## src/rtl/core/skvt_pkg.sv

```systemverilog
// ----------------------------------------------------------------------------
// skvt_pkg
// Shared codes and types for the sorted key/value table: operation and status
// codes, and the control word broadcast to the row of storage cells.
// ----------------------------------------------------------------------------
package skvt_pkg;

    localparam int OP_BITS     = 2;
    localparam int STATUS_BITS = 3;
    localparam int WORD_BITS   = 64;

    typedef enum logic [OP_BITS-1:0] {
        OP_UPSERT   = 2'd0,
        OP_DELETE   = 2'd1,
        OP_LIST     = 2'd2,
        OP_RESERVED = 2'd3
    } t_op;

    typedef enum logic [STATUS_BITS-1:0] {
        ST_DONE   = 3'd0,
        ST_FULL   = 3'd1,
        ST_ABSENT = 3'd2,
        ST_LISTED = 3'd3,
        ST_EMPTY  = 3'd4
    } t_status;

    // what every cell does in the current cycle
    typedef enum logic [1:0] {
        CELL_HOLD   = 2'd0,
        CELL_REMOVE = 2'd1,
        CELL_INSERT = 2'd2,
        CELL_ROTATE = 2'd3
    } t_cell_op;

    typedef struct packed {
        t_cell_op op;
        logic     found;   // key present in the row (remove step)
    } t_cell_ctl;

endpackage

```

## src/rtl/core/skvt_cell.sv

```systemverilog
// ----------------------------------------------------------------------------
// skvt_cell
// One slot of the sorted row. Compares its key with the command key and, as
// told by the control word, holds or takes its right neighbour (remove, list
// rotation), cell 0 (list tail), left neighbour (insert shift) or new entry.
// ----------------------------------------------------------------------------
module skvt_cell import skvt_pkg::*; #(
    parameter int CAPACITY = 32,
    parameter int KEY_BITS = 16,
    parameter int IDX      = 0
) (
    input  logic                             i_clk,
    input  t_cell_ctl                        i_ctl,
    input  logic [$clog2(CAPACITY+1)-1:0]    i_count,
    input  logic signed [KEY_BITS-1:0]       i_key,
    input  logic [WORD_BITS-1:0]             i_lo,
    input  logic [WORD_BITS-1:0]             i_hi,
    input  logic                             i_left_lt,
    input  logic signed [KEY_BITS-1:0]       i_left_key,
    input  logic [WORD_BITS-1:0]             i_left_lo,
    input  logic [WORD_BITS-1:0]             i_left_hi,
    input  logic signed [KEY_BITS-1:0]       i_right_key,
    input  logic [WORD_BITS-1:0]             i_right_lo,
    input  logic [WORD_BITS-1:0]             i_right_hi,
    input  logic signed [KEY_BITS-1:0]       i_wrap_key,
    input  logic [WORD_BITS-1:0]             i_wrap_lo,
    input  logic [WORD_BITS-1:0]             i_wrap_hi,
    output logic signed [KEY_BITS-1:0]       o_key,
    output logic [WORD_BITS-1:0]             o_lo,
    output logic [WORD_BITS-1:0]             o_hi,
    output logic                             o_lt,
    output logic                             o_eq
);
    localparam int CW = $clog2(CAPACITY+1);
    localparam logic [CW-1:0] IDX_C  = CW'(IDX);
    localparam logic [CW-1:0] IDX_P1 = CW'(IDX + 1);

    logic signed [KEY_BITS-1:0] r_key, n_key;
    logic [WORD_BITS-1:0]       r_lo, n_lo;
    logic [WORD_BITS-1:0]       r_hi, n_hi;
    logic                       w_valid;

    assign w_valid = IDX_C < i_count;
    assign o_lt    = w_valid && (r_key < i_key);
    assign o_eq    = w_valid && (r_key == i_key);

    always_comb begin
        n_key = r_key;
        n_lo  = r_lo;
        n_hi  = r_hi;
        unique case (i_ctl.op)
            CELL_HOLD: begin
            end
            CELL_REMOVE: begin
                // sorted and unique: every slot at or past the match has key >= it
                if (i_ctl.found && w_valid && (r_key >= i_key)) begin
                    n_key = i_right_key;
                    n_lo  = i_right_lo;
                    n_hi  = i_right_hi;
                end
            end
            CELL_INSERT: begin
                if (!o_lt) begin
                    if (i_left_lt) begin
                        n_key = i_key;
                        n_lo  = i_lo;
                        n_hi  = i_hi;
                    end else if (IDX_C <= i_count) begin
                        n_key = i_left_key;
                        n_lo  = i_left_lo;
                        n_hi  = i_left_hi;
                    end
                end
            end
            CELL_ROTATE: begin
                if (IDX_P1 == i_count) begin
                    n_key = i_wrap_key;
                    n_lo  = i_wrap_lo;
                    n_hi  = i_wrap_hi;
                end else if (IDX_P1 < i_count) begin
                    n_key = i_right_key;
                    n_lo  = i_right_lo;
                    n_hi  = i_right_hi;
                end
            end
            default: begin
            end
        endcase
    end

    always_ff @(posedge i_clk) begin
        r_key <= n_key;
        r_lo  <= n_lo;
        r_hi  <= n_hi;
    end

    assign o_key = r_key;
    assign o_lo  = r_lo;
    assign o_hi  = r_hi;

endmodule

```

## config.mk

```make
export PLATFORM = sky130hd
export DESIGN_NAME = skvt_cell
export DESIGN_NICKNAME = d
export VERILOG_FILES = /design/src/rtl/core/skvt_pkg.sv /design/src/rtl/core/skvt_cell.sv
export SDC_FILE = /design/constraint.sdc
export NUM_CORES = 1
export LEC_CHECK = 0
export ABC_AREA = 1
export BUFFER_PORTS_ARGS = -buffer_cell sky130_fd_sc_hd__buf_2
export CAP_MARGIN = 10
export CORE_AREA = 2 2 285 287
export CTS_CLUSTER_DIAMETER = 150
export DETAILED_ROUTE_END_ITERATION = 10
export DIE_AREA = 0 0 287 289
export GPL_TIMING_DRIVEN = 0
export HOLD_SLACK_MARGIN = 0.03
export PLACE_DENSITY = 0.34
export SLEW_MARGIN = 40
export SYNTH_ARGS = -nofsm -noshare
export SYNTH_HDL_FRONTEND = slang
export SYNTH_SLANG_ARGS = --single-unit
```

## constraint.sdc

```tcl
create_clock -name i_clk -period 14.9 [get_ports i_clk]
set_clock_uncertainty 0.2 [all_clocks]
set_input_delay 4.47 -clock i_clk [delete_from_list [all_inputs] [get_ports i_clk]]
set_output_delay 4.47 -clock i_clk [all_outputs]
set_load 0.03 [all_outputs]
```

* Word-level counts from Yosys, hierarchy flattened
Cells that the tools add are included.
Word-level totals: register bits after elaboration 144, bits in latches 0, bits in writable memories 0, memory bits (read-only) 0, input bits 587, output and inout bits 146, word-level logic and storage cells 44, memories kept 0
Cells by class: $add $sub $neg 0, multiply operators 0, div/mod/pow operators 0, order comparisons 5, eq/ne operators 9, shifts and indexed selects 0, mux-type cells 21, bitwise logic cells 0, reduce and logical (&&, ||, !) cells 6
Operator list (number):
- $mux 64 | 12
- $pmux 64 s3 | 2
- $mux 16 | 6
- $pmux 16 s3 | 1
- $eq 16x16->1 | 1
- $ge 16x16->1 | 1
- $lt 16x16->1 | 1
- $lt 1x6->1 const A | 2
- $eq 1x6->1 const A | 1
- $le 1x6->1 const A | 1
- $ne 3x3->1 const B | 2
- $reduce_and 5->1 | 1
- $eq 2x2->1 const B | 2
- $logic_and 1x1->1 | 4
- $ne 2x2->1 const B | 2
- $reduce_bool 3->1 | 1
- $eq 2x1->1 const B | 1

* Longest topological paths before layout
depth in word-level cells 5, mapped depth 17, depth with buffers taken out 17

* Worst setup path before layout
OpenSTA, ideal clock, no wires.
path type input port to output port, start input port i_key[15], end output port o_eq, arrival 5.647 ns, data required time 10.230 ns, path slack 4.583 ns, stages on the path 6, path buffers 0, path through inv_1 -> ha_1 -> nand2_1 -> nor3_1 -> nand3_1 -> nor2_1
On the way: longest elaborated chain between the ends 2
RTL lines:
- start: declaration | line skvt_cell.sv:15 | input logic signed [KEY_BITS-1:0] i_key,
- $eq 16x16->1 | line skvt_cell.sv:45 | assign o_eq = w_valid && (r_key == i_key);
- $logic_and 1x1->1 | line skvt_cell.sv:45
- end: declaration | line skvt_cell.sv:32 | output logic o_eq
Every way passes these cells.

* Worst setup path after layout
start input port i_key[11], end output port o_lt
On the way: longest elaborated chain between the ends 2
RTL lines:
- $lt 16x16->1 | line skvt_cell.sv:44 | assign o_lt = w_valid && (r_key < i_key);
- $logic_and 1x1->1 | line skvt_cell.sv:44
- end: declaration | line skvt_cell.sv:31 | output logic o_lt,
Every way passes these cells.

==> results.txt <==
result of the run -> finished clean
area of the core -> 79,900 µm²
Synth top area share -> 44.4%
Clock Power Share -> 33.4%
worst hold path endpoint -> o_key[7]
sequential area share after synthesis -> 44.4%
Max Buffers Root-to-Sink -> 2
sum of buffers and inverters on the critical path -> 4
GP Congestion -> 0.880
data arrival time of the worst path -> 6.57 ns
Required @ worst endpoint -> 10.23 ns
cell type contributing the most total cell area after synthesis -> edfxtp_1
H-tree depth -> 4
leakage power summed over all cells -> 6.65 nW
CP peak stage delay -> 0.53 ns
first-pass GRT wire length -> 96,000 µm
sequential cell fraction of total power -> 37.0%
Reg clk slew, reported paths -> 0.07 ns
initial antenna violation count -> 13
number of cells on the worst reg-to-reg path -> 12
detailed-route via count -> 13,100
TritonCTS clock tree -> yes
Ys Warns -> 0
number of filler cells placed in the layout -> 9,194
Setup CP Type -> in2out
fraction of final layout cells with drive strength greater than 1 -> 41.4%
crit end category -> output port
DR pass1 iterations -> 6
path class of the lowest-slack min-delay path -> reg2reg
largest driver fanout on the critical path -> 3
CP top delay family -> simple AND/OR/NAND/NOR gates
post-route antenna net violation count -> 0
final setup violation count -> 0
worst r2r src -> o_key[11]
Avg Inst Size Synth -> 8.00 µm²
largest net degree at the start of global routing -> 66
remaining max-slew budget at the tightest pin -> 44.6%
Chip Height -> 289 µm
horizontal die dimension -> 287 µm
Overflow after GRT -> 0
synthesized net count -> 1,820
I/O pin total -> 733
proportion of power drawn by combinational gates -> 29.6%
Remaining DRCs -> 0
Critical Path Slowest Stage Cell -> nor3_1
worst hold slack -> 1.24 ns
most frequent cells after synthesis -> nor2_1 (285), o21ai_0 (282), nand2_1 (169), edfxtp_1 (144), o221ai_1 (133)
number of distinct library cells after synthesis -> 23
cell chosen for the clock root -> clkbuf_16
cell count after synthesis -> 1,217
Final TNS setup -> 0 ns
Routed Wire Length -> 71,300 µm
Crit Reg-Reg Endpoint -> o_hi[29]
switching power -> 0.000503 W
Max Clock Freq -> 89.0 MHz
post-CTS repair timing setup buffer count -> 0
count of pins over their slew limit -> 0
critical path startpoint category -> input port
RSZ-0062 raised after global routing -> false
cell types with the largest area share after synthesis -> edfxtp_1 (44%), o21ai_0 (14%), o221ai_1 (12%), nor2_1 (11%), nand2_1 (6.5%)
post-detailed-route wirelength per cell -> 23.3 µm
number of max-cap violations -> 0
die area -> 82,900 µm²
transition at the pin with the smallest max-transition slack -> 0.831 ns
minimum clock period after layout -> 11.24 ns
Final Hold Viols -> 0
clock net sink count -> 144
Inserted Clock Buffers -> 17
part of the cycle the worst path needs -> 75.4%
total half-perimeter wirelength after legalization and detailed placement -> 57,300 µm
vias in the first global route -> 13,100
top flip-flop cell by instance count after synthesis -> edfxtp_1
Max VDD drop -> 0.0000592 V
total of buffers placed on input and output ports -> 732
routed via count divided by cell count -> 4.28
insertion delay of the later-clocked pin in the worst-skew pair -> 0.47 ns
area added between synthesis and finish -> 58.5%
register-to-register path setup slack -> 11.30 ns
start point of the worst hold path -> o_key[15]
most frequent cell after synthesis -> nor2_1
flop and latch count out of synthesis -> 144
P_int -> 0.000906 W
number of resized instances in the post-cts repair step -> 0
number of enable-type register cells in the synthesized netlist -> 144
GRT Overall Usage -> 16.3%
hold buffer count at cts -> 0
Async SR Flop Fraction -> 0%
net switching fraction of the power -> 35.7%
critical path cell sequence -> buf_2 -> inv_1 -> ha_1 -> nand4_1 -> nor3_1 -> nand2_1 -> nand3_1 -> nand3_1 -> inv_1 -> buf_2
Placement Rows -> 104
number of DRC markers in iteration 0 -> 1,122
Cells on Worst Hold Path -> 7
total power per unit cell area -> 91.3 nW/µm²
number of nets at the end of the flow -> 2,573
starting utilization of the core area -> 12.2%
netlist area before placement -> 9740 µm²
==> state kept, by name, indices dropped and copies added (netlist names) <==
signal,count
o_key,16
o_hi,64
o_lo,64
==> stage by stage <==
stage               utilization (%)  instance area (µm²)  power (W)  cells  setup WS, ns
detailed placement             18.5                14800   0.000948   3011          3.46
global route                   19.3                15400    0.00148   3049          3.33
finish                         19.3                15400    0.00141   3059          3.66
CTS                            19.3                15400    0.00143   3043          3.45
floorplan                         -                 9740   0.000738   1217          4.58
global placement               18.4                14700   0.000951   3009          2.52
==> worst max-delay path by stage <==
stage               from        to  slack [ns]  depth (start not counted)
6_report       i_key[11]      o_lt        3.66                         10
5_1_grt        i_key[11]      o_lt        3.33                         10
4_1_cts        i_key[11]      o_lt        3.45                         10
3_5_place_dp   i_key[11]      o_lt        3.46                         10
3_3_place_gp   i_key[11]  o_lo[19]        2.52                         13
2_1_floorplan  i_key[15]      o_eq        4.58                          6
==> metal layers <==
layer	routed length [µm]	vias to the layer above	global-route usage, %	part of all wire [%]
met4	1290	0	4.66	1.8
met3	5170	63	3.72	7.3
met2	35400	711	28.2	50
li1	-	5976	-	-
met1	29400	6341	20.1	41
met5	0	-	0	0
==> final cells by class <==
class	instances	area (µm²)	share of cell area (%)
sequential	144	4320	28.0
buffer	107	519	3.37
multi-input combinational	934	4780	31.0
clock inverter	14	161	1.05
inverter	32	128	0.827
antenna	16	40.0	0.260
clock buffer	18	429	2.78
timing repair buffer	734	3720	24.1
tap	1060	1330	8.60
==> power by group through the flow <==
stage               clock (W)  sequential (W)  combinational [W]
global placement            0        0.000539           0.000412
detailed placement          0        0.000530           0.000418
finish               0.000471        0.000521           0.000417
global route         0.000505        0.000524           0.000448
CTS                  0.000494        0.000521           0.000419
floorplan                   0        0.000621           0.000117
==> cell families after synthesis <==
group,after synthesis,synth area share [%]
AOI/OAI and AO/OA,451,28.6
buffers and inverters,139,6.48
adders and majority gates,16,2.06
DFF,144,44.4
and+or+nand+nor,467,18.4
==> worst register-to-register path: stages, from the launching register on <==
cell and delay [ns]:
edfxtp_1 0.48, ha_1 0.36, nand4_1 0.25, nor3_1 0.53
nand2_1 0.16, nand2_1 0.08, nand2_1 0.07, nand3_1 0.20
nand2_1 0.08, nand2_1 0.07, nand2_1 0.12, inv_8 0.19
buf_16 0.32
==> placed cells by master, fill, tap and decap left out, types with 17 or more instances in the layout <==
cell and instances:
buf_2 765, nor2_1 285, o21ai_0 282, nand2_1 169, edfxtp_1 144, o221ai_1 133, clkbuf_1 56, inv_1 28
a21oi_1 17, clkbuf_16 17
(Power assumes the default switching activity.)
